$ cat config.mk
export PLATFORM = sky130hd
export DESIGN_NAME = palette_tile_compositor_flat
export DESIGN_NICKNAME = d
export VERILOG_FILES = /design/src/sv/ptc_pkg.sv /design/src/sv/ptc_if.sv /design/src/sv/palette_tile_compositor.sv /design/src/sv/ptc_ram.sv /design/src/sv/ptc_raster.sv /design/src/sv/ptc_out.sv /design/src/flat_wrapper.sv
export SDC_FILE = /design/constraint.sdc
export NUM_CORES = 2
export LEC_CHECK = 0
export BUFFER_PORTS_ARGS = -buffer_cell sky130_fd_sc_hd__buf_2
export CORE_UTILIZATION = 35
export CTS_CLUSTER_DIAMETER = 40
export CTS_CLUSTER_SIZE = 30
export DETAILED_ROUTE_END_ITERATION = 8
export GPL_ROUTABILITY_DRIVEN = 0
export PLACE_DENSITY_LB_ADDON = 0.2
export SYNTH_ARGS = -nofsm -noshare
export SYNTH_HDL_FRONTEND = slang
export SYNTH_MEMORY_MAX_BITS = 65536
export SYNTH_SLANG_ARGS = --single-unit
$ cat constraint.sdc
create_clock -name clk -period 8.85 [get_ports clk]
set_input_delay 1.77 -clock clk [delete_from_list [all_inputs] [get_ports clk]]
set_output_delay 1.77 -clock clk [all_outputs]
set_load 0.05 [all_outputs]
$ cat src/sv/ptc_pkg.sv
// shared types, constants and helper functions for the palette tile compositor
// no dependencies
package ptc_pkg;

    localparam int TILE_DIM_MAX    = 512;
    localparam int FRAME_DIM_MAX   = 4096;
    localparam int PALETTE_ENTRIES = 256;

    // field widths
    localparam int KIND_W   = 2;
    localparam int INDEX_W  = 8;
    localparam int CHAN_W   = 6;
    localparam int PAL_W    = 3 * CHAN_W;
    localparam int COORD_W  = 16;
    localparam int TILE_W   = 10;
    localparam int FRAME_W  = 13;
    localparam int POS_W    = $clog2(FRAME_DIM_MAX);
    localparam int ADDR_W   = 24;
    localparam int ARGB_W   = 32;
    localparam int CFG_IDX_W  = 4;
    localparam int CFG_DATA_W = 16;

    typedef logic [KIND_W-1:0]    kind_t;
    typedef logic [INDEX_W-1:0]   index_t;
    typedef logic [CHAN_W-1:0]    chan_t;
    typedef logic [PAL_W-1:0]     pal_t;
    typedef logic [TILE_W-1:0]    tile_dim_t;
    typedef logic [FRAME_W-1:0]   frame_dim_t;
    typedef logic [POS_W-1:0]     pos_t;
    typedef logic [ADDR_W-1:0]    addr_t;
    typedef logic [ARGB_W-1:0]    argb_t;
    typedef logic [CFG_IDX_W-1:0] cfg_idx_t;

    // item kinds
    localparam kind_t KIND_PALETTE = 2'd0;
    localparam kind_t KIND_TILE    = 2'd1;
    localparam kind_t KIND_PIXEL   = 2'd2;

    // configuration register indexes
    localparam cfg_idx_t CFG_TILE_WIDTH   = 4'd0;
    localparam cfg_idx_t CFG_TILE_HEIGHT  = 4'd1;
    localparam cfg_idx_t CFG_FRAME_WIDTH  = 4'd2;
    localparam cfg_idx_t CFG_FRAME_HEIGHT = 4'd3;

    // configuration reset values and saturation bounds
    localparam tile_dim_t  TILE_WIDTH_RST   = 10'd384;
    localparam tile_dim_t  TILE_HEIGHT_RST  = 10'd240;
    localparam frame_dim_t FRAME_WIDTH_RST  = 13'd1152;
    localparam frame_dim_t FRAME_HEIGHT_RST = 13'd720;
    localparam tile_dim_t  TILE_CAP         = TILE_W'(TILE_DIM_MAX);
    localparam frame_dim_t FRAME_CAP        = FRAME_W'(FRAME_DIM_MAX);

    localparam logic [7:0] ALPHA_OPAQUE = 8'hFF;

    // one in-frame pixel on its way to the address stage
    typedef struct packed {
        logic       valid;
        pos_t       x;
        pos_t       y;
        frame_dim_t fw;
    } clip_t;

    // palette memory access issued at item transfer
    typedef struct packed {
        logic   wr_en;
        index_t wr_addr;
        pal_t   wr_data;
        logic   rd_en;
        index_t rd_addr;
    } pal_req_t;

    // 6-bit channel to 8 bits by replicating the top bits
    function automatic logic [7:0] widen6(input chan_t v);
        return {v, v[CHAN_W-1:CHAN_W-2]};
    endfunction

    function automatic argb_t expand_argb(input pal_t e);
        return {ALPHA_OPAQUE, widen6(e[PAL_W-1:2*CHAN_W]),
                widen6(e[2*CHAN_W-1:CHAN_W]), widen6(e[CHAN_W-1:0])};
    endfunction

endpackage

$ cat src/sv/ptc_if.sv
// channel interfaces of the palette tile compositor: items, results, configuration
// depends on ptc_pkg
interface ptc_in_if;
    logic               valid;
    logic               ready;
    ptc_pkg::kind_t     kind;
    ptc_pkg::index_t    entry_index;
    ptc_pkg::chan_t     red;
    ptc_pkg::chan_t     green;
    ptc_pkg::chan_t     blue;
    logic signed [ptc_pkg::COORD_W-1:0] origin_x;
    logic signed [ptc_pkg::COORD_W-1:0] origin_y;
    ptc_pkg::index_t    color_index;

    modport source (output valid, kind, entry_index, red, green, blue,
                    origin_x, origin_y, color_index, input ready);
    modport sink   (input valid, kind, entry_index, red, green, blue,
                    origin_x, origin_y, color_index, output ready);
endinterface

interface ptc_out_if;
    logic           valid;
    logic           ready;
    ptc_pkg::addr_t fb_address;
    ptc_pkg::argb_t argb;

    modport source (output valid, fb_address, argb, input ready);
    modport sink   (input valid, fb_address, argb, output ready);
endinterface

interface ptc_cfg_if;
    logic                            valid;
    logic                            ready;
    ptc_pkg::cfg_idx_t               index;
    logic [ptc_pkg::CFG_DATA_W-1:0]  data;

    modport source (output valid, index, data, input ready);
    modport sink   (input valid, index, data, output ready);
endinterface

$ cat src/sv/palette_tile_compositor.sv
// Palette tile compositor: indexed tile pixels to clipped ARGB framebuffer writes.
// Channels: items (palette write, tile start, tile pixel), results (fb_address,
// argb), cfg (register index and data for tile and frame dimensions).
// Every channel moves a transfer when valid and ready are both high.
// Throughput: one item per clock; items and cfg writes are always taken while
// the result path flows. Tile pixels outside the frame or past the tile end,
// palette writes, tile starts and items of the unused kind produce no result.
// Stages: a pixel's palette read goes into stage one, the row-times-stride multiply
// into stage two, the address add into the output register.
// A palette write is visible to a pixel taken on the very next edge, since the
// memory write and the later read land on separate edges.
// Stall: when results is held, the three stages fill and items.ready drops only
// when all of them hold a result; empty stages are squeezed out.
// Reset: configuration returns to 384x240 tiles in a 1152x720 frame, the tile
// origin and raster counters clear, the pipeline empties. Palette contents are
// undefined until written.
// depends on ptc_pkg, ptc_if, ptc_ram, ptc_raster and ptc_out
module palette_tile_compositor (
    input  logic      clk,
    input  logic      rst_n,
    ptc_in_if.sink    items,
    ptc_cfg_if.sink   cfg,
    ptc_out_if.source results
);

    ptc_pkg::clip_t    s1;
    ptc_pkg::pal_req_t pal_req;
    ptc_pkg::pal_t     pal_data;
    logic              s2_ready;

    // decode, counters and clipping
    ptc_raster u_raster (
        .clk      (clk),
        .rst_n    (rst_n),
        .items    (items),
        .cfg      (cfg),
        .s2_ready (s2_ready),
        .s1       (s1),
        .pal_req  (pal_req)
    );

    // palette memory
    ptc_ram #(
        .WIDTH (ptc_pkg::PAL_W),
        .DEPTH (ptc_pkg::PALETTE_ENTRIES)
    ) u_palette (
        .clk     (clk),
        .wr_en   (pal_req.wr_en),
        .wr_addr (pal_req.wr_addr),
        .wr_data (pal_req.wr_data),
        .rd_en   (pal_req.rd_en),
        .rd_addr (pal_req.rd_addr),
        .rd_data (pal_data)
    );

    // address, colour and result register
    ptc_out u_out (
        .clk      (clk),
        .rst_n    (rst_n),
        .s1       (s1),
        .pal_data (pal_data),
        .s2_ready (s2_ready),
        .results  (results)
    );

endmodule

$ cat src/sv/ptc_ram.sv
// generic single-port-write, single-port-read RAM with registered read data
// no dependencies
module ptc_ram #(
    parameter int WIDTH  = 8,
    parameter int DEPTH  = 256,
    parameter int ADDR_W = $clog2(DEPTH)
) (
    input  logic              clk,
    input  logic              wr_en,
    input  logic [ADDR_W-1:0] wr_addr,
    input  logic [WIDTH-1:0]  wr_data,
    input  logic              rd_en,
    input  logic [ADDR_W-1:0] rd_addr,
    output logic [WIDTH-1:0]  rd_data
);

    logic [WIDTH-1:0] mem_reg [DEPTH];
    logic [WIDTH-1:0] rd_data_reg;

    // write port
    always_ff @(posedge clk)
    begin
        if (wr_en)
        begin
            mem_reg[wr_addr] <= wr_data;
        end
    end

    // registered read, data holds until the next read
    always_ff @(posedge clk)
    begin
        if (rd_en)
        begin
            rd_data_reg <= mem_reg[rd_addr];
        end
    end

    assign rd_data = rd_data_reg;

endmodule

$ cat src/sv/ptc_raster.sv
// item decode, configuration registers, raster counters and frame clipping
// depends on ptc_pkg and ptc_if
module ptc_raster (
    input  logic              clk,
    input  logic              rst_n,
    ptc_in_if.sink            items,
    ptc_cfg_if.sink           cfg,
    input  logic              s2_ready,
    output ptc_pkg::clip_t    s1,
    output ptc_pkg::pal_req_t pal_req
);

    ptc_pkg::tile_dim_t  tile_width_reg, tile_height_reg;
    ptc_pkg::frame_dim_t frame_width_reg, frame_height_reg;
    logic signed [ptc_pkg::COORD_W-1:0] tile_left_reg, tile_left_next;
    logic signed [ptc_pkg::COORD_W-1:0] tile_top_reg, tile_top_next;
    ptc_pkg::tile_dim_t  column_reg, column_next;
    ptc_pkg::tile_dim_t  row_reg, row_next;
    ptc_pkg::clip_t      s1_reg, s1_next;

    ptc_pkg::tile_dim_t  tw, th;
    ptc_pkg::frame_dim_t fw, fh;
    logic [ptc_pkg::COORD_W:0] x_pos, y_pos;
    logic [ptc_pkg::TILE_W:0]  column_inc;
    logic accept, is_pixel, in_tile, x_in, y_in;

    // configuration writes, always ready
    assign cfg.ready = 1'b1;

    always_ff @(posedge clk or negedge rst_n)
    begin
        if (!rst_n)
        begin
            tile_width_reg   <= ptc_pkg::TILE_WIDTH_RST;
            tile_height_reg  <= ptc_pkg::TILE_HEIGHT_RST;
            frame_width_reg  <= ptc_pkg::FRAME_WIDTH_RST;
            frame_height_reg <= ptc_pkg::FRAME_HEIGHT_RST;
        end
        else if (cfg.valid)
        begin
            unique case (cfg.index)
                ptc_pkg::CFG_TILE_WIDTH:
                    tile_width_reg <= cfg.data[ptc_pkg::TILE_W-1:0];
                ptc_pkg::CFG_TILE_HEIGHT:
                    tile_height_reg <= cfg.data[ptc_pkg::TILE_W-1:0];
                ptc_pkg::CFG_FRAME_WIDTH:
                    frame_width_reg <= cfg.data[ptc_pkg::FRAME_W-1:0];
                ptc_pkg::CFG_FRAME_HEIGHT:
                    frame_height_reg <= cfg.data[ptc_pkg::FRAME_W-1:0];
                default:
                begin
                end
            endcase
        end
    end

    // saturated dimensions
    always_comb
    begin
        tw = (tile_width_reg > ptc_pkg::TILE_CAP) ? ptc_pkg::TILE_CAP : tile_width_reg;
        th = (tile_height_reg > ptc_pkg::TILE_CAP) ? ptc_pkg::TILE_CAP : tile_height_reg;
        fw = (frame_width_reg > ptc_pkg::FRAME_CAP) ? ptc_pkg::FRAME_CAP : frame_width_reg;
        fh = (frame_height_reg > ptc_pkg::FRAME_CAP) ? ptc_pkg::FRAME_CAP : frame_height_reg;
    end

    // input transfer while stage one is free or draining
    assign items.ready = !s1_reg.valid || s2_ready;
    assign accept      = items.valid && items.ready;
    assign is_pixel    = items.kind == ptc_pkg::KIND_PIXEL;

    // frame position of the current pixel, 17-bit two's complement
    assign x_pos = {tile_left_reg[ptc_pkg::COORD_W-1], tile_left_reg}
                 + {{(ptc_pkg::COORD_W-ptc_pkg::TILE_W+1){1'b0}}, column_reg};
    assign y_pos = {tile_top_reg[ptc_pkg::COORD_W-1], tile_top_reg}
                 + {{(ptc_pkg::COORD_W-ptc_pkg::TILE_W+1){1'b0}}, row_reg};

    // clip against the frame and the tile end
    assign x_in    = !x_pos[ptc_pkg::COORD_W]
                   && (x_pos[ptc_pkg::COORD_W-1:0] < ptc_pkg::COORD_W'(fw));
    assign y_in    = !y_pos[ptc_pkg::COORD_W]
                   && (y_pos[ptc_pkg::COORD_W-1:0] < ptc_pkg::COORD_W'(fh));
    assign in_tile = row_reg < th;
    assign column_inc = {1'b0, column_reg} + 1'b1;

    // tile origin and raster counters
    always_comb
    begin
        tile_left_next = tile_left_reg;
        tile_top_next  = tile_top_reg;
        column_next    = column_reg;
        row_next       = row_reg;
        if (accept)
        begin
            unique case (items.kind)
                ptc_pkg::KIND_TILE:
                begin
                    tile_left_next = items.origin_x;
                    tile_top_next  = items.origin_y;
                    column_next    = '0;
                    row_next       = '0;
                end
                ptc_pkg::KIND_PIXEL:
                begin
                    if (in_tile)
                    begin
                        if (column_inc >= {1'b0, tw})
                        begin
                            column_next = '0;
                            row_next    = row_reg + 1'b1;
                        end
                        else
                        begin
                            column_next = column_inc[ptc_pkg::TILE_W-1:0];
                        end
                    end
                end
                default:
                begin
                end
            endcase
        end
    end

    // stage one: in-frame pixel, palette read in flight
    always_comb
    begin
        s1_next = s1_reg;
        if (items.ready)
        begin
            s1_next.valid = accept && is_pixel && in_tile && x_in && y_in;
            s1_next.x     = x_pos[ptc_pkg::POS_W-1:0];
            s1_next.y     = y_pos[ptc_pkg::POS_W-1:0];
            s1_next.fw    = fw;
        end
    end

    always_ff @(posedge clk or negedge rst_n)
    begin
        if (!rst_n)
        begin
            tile_left_reg <= '0;
            tile_top_reg  <= '0;
            column_reg    <= '0;
            row_reg       <= '0;
            s1_reg        <= '0;
        end
        else
        begin
            tile_left_reg <= tile_left_next;
            tile_top_reg  <= tile_top_next;
            column_reg    <= column_next;
            row_reg       <= row_next;
            s1_reg        <= s1_next;
        end
    end

    assign s1 = s1_reg;

    // palette access straight from the transfer
    always_comb
    begin
        pal_req.wr_en   = accept && (items.kind == ptc_pkg::KIND_PALETTE);
        pal_req.wr_addr = items.entry_index;
        pal_req.wr_data = {items.red, items.green, items.blue};
        pal_req.rd_en   = accept && is_pixel;
        pal_req.rd_addr = items.color_index;
    end

endmodule

$ cat src/sv/ptc_out.sv
// address multiply, colour expansion and the result output register
// depends on ptc_pkg and ptc_if
module ptc_out (
    input  logic           clk,
    input  logic           rst_n,
    input  ptc_pkg::clip_t s1,
    input  ptc_pkg::pal_t  pal_data,
    output logic           s2_ready,
    ptc_out_if.source      results
);

    logic           s2_valid_reg, s2_valid_next;
    ptc_pkg::addr_t prod_reg, prod_next;
    ptc_pkg::pos_t  x_reg, x_next;
    ptc_pkg::pal_t  entry_reg, entry_next;
    logic           out_valid_reg, out_valid_next;
    ptc_pkg::addr_t addr_reg, addr_next;
    ptc_pkg::argb_t argb_reg, argb_next;

    logic [ptc_pkg::POS_W+ptc_pkg::FRAME_W-1:0] prod;
    logic adv_out;

    // stall chain, each stage moves when the one after it has room
    assign adv_out  = !out_valid_reg || results.ready;
    assign s2_ready = !s2_valid_reg || adv_out;

    // row times stride
    assign prod = {{ptc_pkg::FRAME_W{1'b0}}, s1.y} * {{ptc_pkg::POS_W{1'b0}}, s1.fw};

    // stage two: product and palette entry
    always_comb
    begin
        s2_valid_next = s2_valid_reg;
        prod_next     = prod_reg;
        x_next        = x_reg;
        entry_next    = entry_reg;
        if (s2_ready)
        begin
            s2_valid_next = s1.valid;
            prod_next     = prod[ptc_pkg::ADDR_W-1:0];
            x_next        = s1.x;
            entry_next    = pal_data;
        end
    end

    // output register: address sum and colour
    always_comb
    begin
        out_valid_next = out_valid_reg;
        addr_next      = addr_reg;
        argb_next      = argb_reg;
        if (adv_out)
        begin
            out_valid_next = s2_valid_reg;
            addr_next      = prod_reg + ptc_pkg::ADDR_W'(x_reg);
            argb_next      = ptc_pkg::expand_argb(entry_reg);
        end
    end

    always_ff @(posedge clk or negedge rst_n)
    begin
        if (!rst_n)
        begin
            s2_valid_reg  <= 1'b0;
            out_valid_reg <= 1'b0;
        end
        else
        begin
            s2_valid_reg  <= s2_valid_next;
            out_valid_reg <= out_valid_next;
        end
    end

    always_ff @(posedge clk)
    begin
        prod_reg  <= prod_next;
        x_reg     <= x_next;
        entry_reg <= entry_next;
        addr_reg  <= addr_next;
        argb_reg  <= argb_next;
    end

    assign results.valid      = out_valid_reg;
    assign results.fb_address = addr_reg;
    assign results.argb       = argb_reg;

endmodule

$ cat src/flat_wrapper.sv
// flat-port wrapper written by rule: the top's interface ports become plain ports
module palette_tile_compositor_flat 
  (clk, rst_n, items_valid, items_kind, items_entry_index, items_red, items_green, items_blue, items_origin_x, items_origin_y, items_color_index, items_ready, cfg_valid, cfg_index, cfg_data, cfg_ready, results_valid, results_fb_address, results_argb, results_ready);
  ptc_in_if items_i ();
  ptc_cfg_if cfg_i ();
  ptc_out_if results_i ();
  input  logic clk;
  input  logic rst_n;
  input wire logic [$bits(items_i.valid)-1:0] items_valid;
  input wire logic [$bits(items_i.kind)-1:0] items_kind;
  input wire logic [$bits(items_i.entry_index)-1:0] items_entry_index;
  input wire logic [$bits(items_i.red)-1:0] items_red;
  input wire logic [$bits(items_i.green)-1:0] items_green;
  input wire logic [$bits(items_i.blue)-1:0] items_blue;
  input wire logic [$bits(items_i.origin_x)-1:0] items_origin_x;
  input wire logic [$bits(items_i.origin_y)-1:0] items_origin_y;
  input wire logic [$bits(items_i.color_index)-1:0] items_color_index;
  output wire logic [$bits(items_i.ready)-1:0] items_ready;
  input wire logic [$bits(cfg_i.valid)-1:0] cfg_valid;
  input wire logic [$bits(cfg_i.index)-1:0] cfg_index;
  input wire logic [$bits(cfg_i.data)-1:0] cfg_data;
  output wire logic [$bits(cfg_i.ready)-1:0] cfg_ready;
  output wire logic [$bits(results_i.valid)-1:0] results_valid;
  output wire logic [$bits(results_i.fb_address)-1:0] results_fb_address;
  output wire logic [$bits(results_i.argb)-1:0] results_argb;
  input wire logic [$bits(results_i.ready)-1:0] results_ready;
  assign items_i.valid = items_valid;
  assign items_i.kind = items_kind;
  assign items_i.entry_index = items_entry_index;
  assign items_i.red = items_red;
  assign items_i.green = items_green;
  assign items_i.blue = items_blue;
  assign items_i.origin_x = items_origin_x;
  assign items_i.origin_y = items_origin_y;
  assign items_i.color_index = items_color_index;
  assign items_ready = items_i.ready;
  assign cfg_i.valid = cfg_valid;
  assign cfg_i.index = cfg_index;
  assign cfg_i.data = cfg_data;
  assign cfg_ready = cfg_i.ready;
  assign results_valid = results_i.valid;
  assign results_fb_address = results_i.fb_address;
  assign results_argb = results_i.argb;
  assign results_i.ready = results_ready;
  palette_tile_compositor u_core (.clk(clk), .rst_n(rst_n), .items(items_i), .cfg(cfg_i), .results(results_i));
endmodule
---- Word-level counts from Yosys, hierarchy flattened ----
Memory sizes are Yosys's and may differ from the RTL's. A register that Yosys moved wholly into a read port is not among the register bits.
Cells that the tools add are included.
operators by class
  add/sub/neg operators ................... 5
  multiply operators ...................... 1
  $lt $le $gt $ge ......................... 8
  eq/ne operators ......................... 7
  mux-type cells .......................... 12
  reduce and logical (&&, ||, !) cells .... 26
operators with widths
  kind                   number
  $mux 10                6
  $pmux 10 s2            2
  $add 16x11->17         2
  $lt 16x13->1           2
  $gt 13x13->1 const B   2
  $mux 13                2
  $add 24x12->24         1
  $mul 12x13->24         1
  $gt 10x10->1 const B   2
  $add 10x1->11 const B  1
  $ge 11x10->1           1
  $add 10x1->10 const B  1
  $lt 10x10->1           1
  $reduce_and 2->1       5
  $eq 4x2->1 const B     2
  $logic_and 1x1->1      8
  $logic_not 1->1        5
  $eq 4x1->1 const B     1
  $logic_not 4->1        1
  $ne 2x1->1 const B     2
  $reduce_and 4->1       1
  $logic_or 1x1->1       3
  $reduce_and 3->1       1
  $eq 2x1->1 const B     1
  other kinds (4)        5
storage, ports and cells
  bits in registers ....................... 240
  memory bits (writable) .................. 4608
  input port bits ......................... 93
  output and inout port bits .............. 59
  word-level logic and storage cells ...... 79
  memories kept ........................... 1
memories
  memory                    words  width  read ports  clocked after Yosys merged registers in  wr ports  line           source
  u_core.u_palette.mem_reg  256    18     1           1                                        1         ptc_ram.sv:17  logic [WIDTH-1:0] mem_reg [DEPTH];

---- Logic depth before layout (Yosys ltp) ----
  depth after elaboration ................. 9
  mapped depth ............................ 21
  mapped depth without buffers ............ 20

---- Modules after synthesis ----
A second synthesis with hierarchy kept.
unflattened totals
  cell total of the unflattened synthesis .. 9887
  area, all modules ....................... 195137.2 um^2
modules (own cells, without submodules)
  module      instances  cells each  area each (um^2)  seq. area each (um^2)
  ptc_ram     1          8281        178402.4          138913.2
  ptc_out     1          819         8749.6            2932.8
  ptc_raster  1          787         7985.2            3418.3

---- Least setup slack after synthesis ----
OpenSTA, ideal clock, no wires.
  path kind ............................... register to register
  start ................................... register u_core.u_raster.s1_reg (netlist bit u_core.u_raster.s1[12])
  end ..................................... register u_core.u_out.prod_reg[23], data pin
  setup time .............................. 0.260 ns
  arrival time ............................ 4.972 ns
  data required time ...................... 8.590 ns
  path slack .............................. 3.618 ns
  cell stages (with the launch flop) ...... 19
  buffers on the path ..................... 1
  clock period less this slack ............ 5.232 ns
  cells stage by stage .................... dfrtp_1 -> clkbuf_1 -> and2_1 -> fa_1 -> inv_1 -> fa_1 -> fa_1 -> fa_1 -> fa_1 -> inv_1 -> ha_1 -> and2_1 -> a221oi_1 -> and3_1 -> a211oi_1 -> nor3_1 -> o41ai_1 -> a21oi_1 -> xnor2_1
on the way
  cells in the longest elaborated chain, start to end .. 1
RTL lines
  element                          line               source
  start: declaration               ptc_raster.sv:19   ptc_pkg::clip_t s1_reg, s1_next;
  start signal: assignment         ptc_raster.sv:153  s1_reg <= s1_next;
  $mul 12x13->24                   ptc_out.sv:28      assign prod = {{ptc_pkg::FRAME_W{1'b0}}, s1.y} * {{ptc_pkg::POS_W{1'b0}}, s1.fw};
  via u_core.u_out.prod (one bit)  ptc_out.sv:20      logic [ptc_pkg::POS_W+ptc_pkg::FRAME_W-1:0] prod;
  end signal: assignment           ptc_out.sv:76      prod_reg <= prod_next;
  end: declaration                 ptc_out.sv:13      ptc_pkg::addr_t prod_reg, prod_next;
The timed path passes the listed nets, and every way through them passes these cells.
A chain may end at the register's enable or synchronous reset.

---- Worst setup path in the final report ----
  start ................................... register u_core.u_raster.s1_reg (netlist bit u_core.u_raster.s1[16])
  end ..................................... register u_core.u_out.prod_reg[23], data pin
The elaborated chain is that of the path after synthesis.

==> run metrics <==
outcome=finished, violations left; failing checks=slew limit; Critical Path Fanout Max=14; max_cap viols=0; Synth Instances=8590; post-route total power=58600 uW; syn_area_per_cell=22.5 sq um; Worst Setup End Kind=flop; Critical Path Slowest Stage Cell=dfrtp_1; flops & latches, synth=4860; Worst path max stage delay=750 ps; DP HPWL=296000 um; Die H=744 um; CP most frequent cell=fa_1; Tmin final=5910 ps; Detailed Routing Iterations Pass 1=5; critical path cell sequence=nand2_1 -> fa_1 -> inv_1 -> fa_1 -> fa_1 -> inv_1 -> fa_1 -> fa_1 -> inv_1 -> ha_1 -> and2_1 -> a221oi_1 -> and3_1 -> a211oi_1 -> nor3_1 -> o41ai_1 -> a21oi_1 -> xnor2_1; Synth top cells by count=edfxtp_1 (4722), mux4_2 (1440), nor2_1 (317); Synth async-reset ratio=2.84%; CTS buffer count=641; clock sinks=4860; Yosys warning total=0; Seq/Total Area, Yosys=75.3%; All-Layer GR Usage=18.5%; period utilisation layout=66.8%; Via density=5.36; Post-synth EDFFs=4722; post-route ant nets=0; initial core utilization=35.2%; worst hold path type=reg -> reg; core area=549000 sq um; Final setup viols=0; final cell count without fillers=17138; Post-Syn Area=193000 sq um; area grow syn2layout=17.9%; TritonCTS clock tree=yes; Cells after DPL=15935; fin util=41.5%; Slew @ Worst Pin=1600 ps; WHS=411 ps; post_cts resized=0; Synth Flop Type=edfxtp_1; unrepaired setup endpoints after global routing=no; fill cell count=47504; hold bufs inserted after CTS=0; DRC Markers=0; Slew Viols, Final=60; Critical Path Source=u_core.u_raster.s1[16]$_DFFE_PN0N_; max_slew headroom=-6.67%; layout cells sized above 1=34.9%; Fmax=169 MHz; largest net degree at the start of global routing=174; Layout Skew=78.7 ps; Setup Fix Bufs, Post-CTS=0; row count=272; leak pwr=0.0730 uW; PwrDens=258 nW/um^2; area leader, netlist=edfxtp_1; Reg2Reg Launch Point=u_core.u_raster.s1[16]$_DFFE_PN0N_; Arrival @ worst endpoint=6670 ps; DR vias=91880; worst skew pair latency=1080 ps; Die W=744 um; Routed WL=520000 um; htree depth=6; vias in the first global route=95493; DR iter-0 viols=9992; fin nets=9662; WP data required=9620 ps; hold_sp=u_core.u_out.entry_reg[1]$_DFFE_PP_; initial antenna violation count=47; synth top area cells=edfxtp_1 (74%), mux4_2 (17%), dfrtp_1 (1.6%); first-pass GRT wire length=728000 um; Ports=152; CP Launch Type=flop; clk root buf=clkbuf_16; cell with the most instances after synthesis=edfxtp_1; number of flip-flops in the largest register=4608; die area=554000 sq um; final hold violation count=0; Clock Pin Slew Worst Setup and Hold Paths=70 ps; WL/cell=30.4 um; Peak VDD IR=0.234 mV; Overflow after GRT=0; top cell type's share of synthesized area=73.5%; CP Class=reg -> reg; clock tree buffer depth=4; Yosys cell types=59; total negative slack=0 ps; IO Port Bufs=139
cells in the final DEF, fill, tap and decap left out, types with 48 or more instances in the layout:
master,Yosys,layout
inv_6,0,75
clkbuf_16,0,648
mux2i_1,105,105
nor2_1,317,61
inv_1,169,168
buf_4,29,356
buf_2,119,114
edfxtp_1,4722,4722
clkinv_1,1,56
bufinv_16,0,82
o21ai_0,57,57
nand2_1,271,261
ha_1,140,140
fa_1,112,112
xnor2_1,48,48
mux4_2,1440,1440
nor2b_1,51,50
dfrtp_1,126,126
mux2_2,89,89
nor2_2,0,246
clkinvlp_4,0,59
and2_1,59,59
clkinv_2,0,81
clkbuf_1,234,52
a21oi_1,78,78
where the power goes:
| group | switching, uW | leakage [uW] | internal [uW] |
|---|---|---|---|
| clock | 10600 | 0.0108 | 16200 |
| sequential | 352 | 0.0443 | 25700 |
| combinational | 3460 | 0.0179 | 2320 |
| total | 14400 | 0.0730 | 44200 |
critical path, delay by kind of cell, from the launching register on:
| kind | cells | cell delay, ps |
|---|---|---|
| buffers and inverters | 3 | 170 |
| flip-flops | 1 | 750 |
| AND/OR/NAND/NOR | 4 | 870 |
| adder cells (fa/ha/maj) | 6 | 2860 |
| AO/OA/AOI/OAI | 4 | 920 |
| XOR/XNOR | 1 | 90 |
per-stage QoR:
stage,setup slack [ps],instance area [sq um]
2_1_floorplan,3620,193000
3_3_place_gp,2550,205000
3_5_place_dp,2540,205000
4_1_cts,2910,227000
5_1_grt,2540,227000
6_report,2940,227000
final cells by class:
type,count,area (sq um),area share (%)
Timing Repair Buffer,526,4240,1.86
Clock inverter,482,6040,2.65
Clock buffer,703,16500,7.23
Antenna cell,18,45.0,0.0198
Multi-Input combinational cell,3118,45700,20.1
Sequential cell,4860,145000,63.9
Tap cell,7261,9080,3.99
Inverter,170,638,0.281
logic make-up (layout without fill, tap and decap cells):
group	count (synthesis)	after routing	share of synthesized area (%)
flops	4860	4860	75.3
mux	1634	1634	17.9
fa+ha+maj	252	252	2.07
xor+xnor	69	69	0.313
compound gates	299	299	0.999
other cells	1	27	0.00194
buf+inv	620	1881	1.41
simple gates	855	855	2.00
metal layers:
| metal | GRT usage (%) | wire (um) | vias to the layer above |
|---|---|---|---|
| li1 | - | - | 37571 |
| met1 | 25.5 | 220000 | 50588 |
| met2 | 30.7 | 255000 | 3012 |
| met3 | 3.07 | 32800 | 693 |
| met4 | 4.53 | 12700 | 16 |
| met5 | 0 | 103 | - |
worst paths after layout:
path | end | slack (ps) | depth (start not counted)
setup / recovery | u_core.u_out.prod_reg[23]$_DFFE_PP_ | 2940 | 18
setup reg to reg | u_core.u_out.prod_reg[23]$_DFFE_PP_ | 2940 | 18
hold reg to reg | u_core.u_out.results.argb[3]$_DFFE_PP_ | 410 | 0
min in group asynchronous | u_core.u_out.results.valid$_DFFE_PN0P_ | 830 | 1
hold / removal | u_core.u_out.results.argb[3]$_DFFE_PP_ | 410 | 0
max in group asynchronous | u_core.u_raster.row_reg[5]$_DFFE_PN0P_ | 6890 | 2
Power figures use the tool's default switching activity.
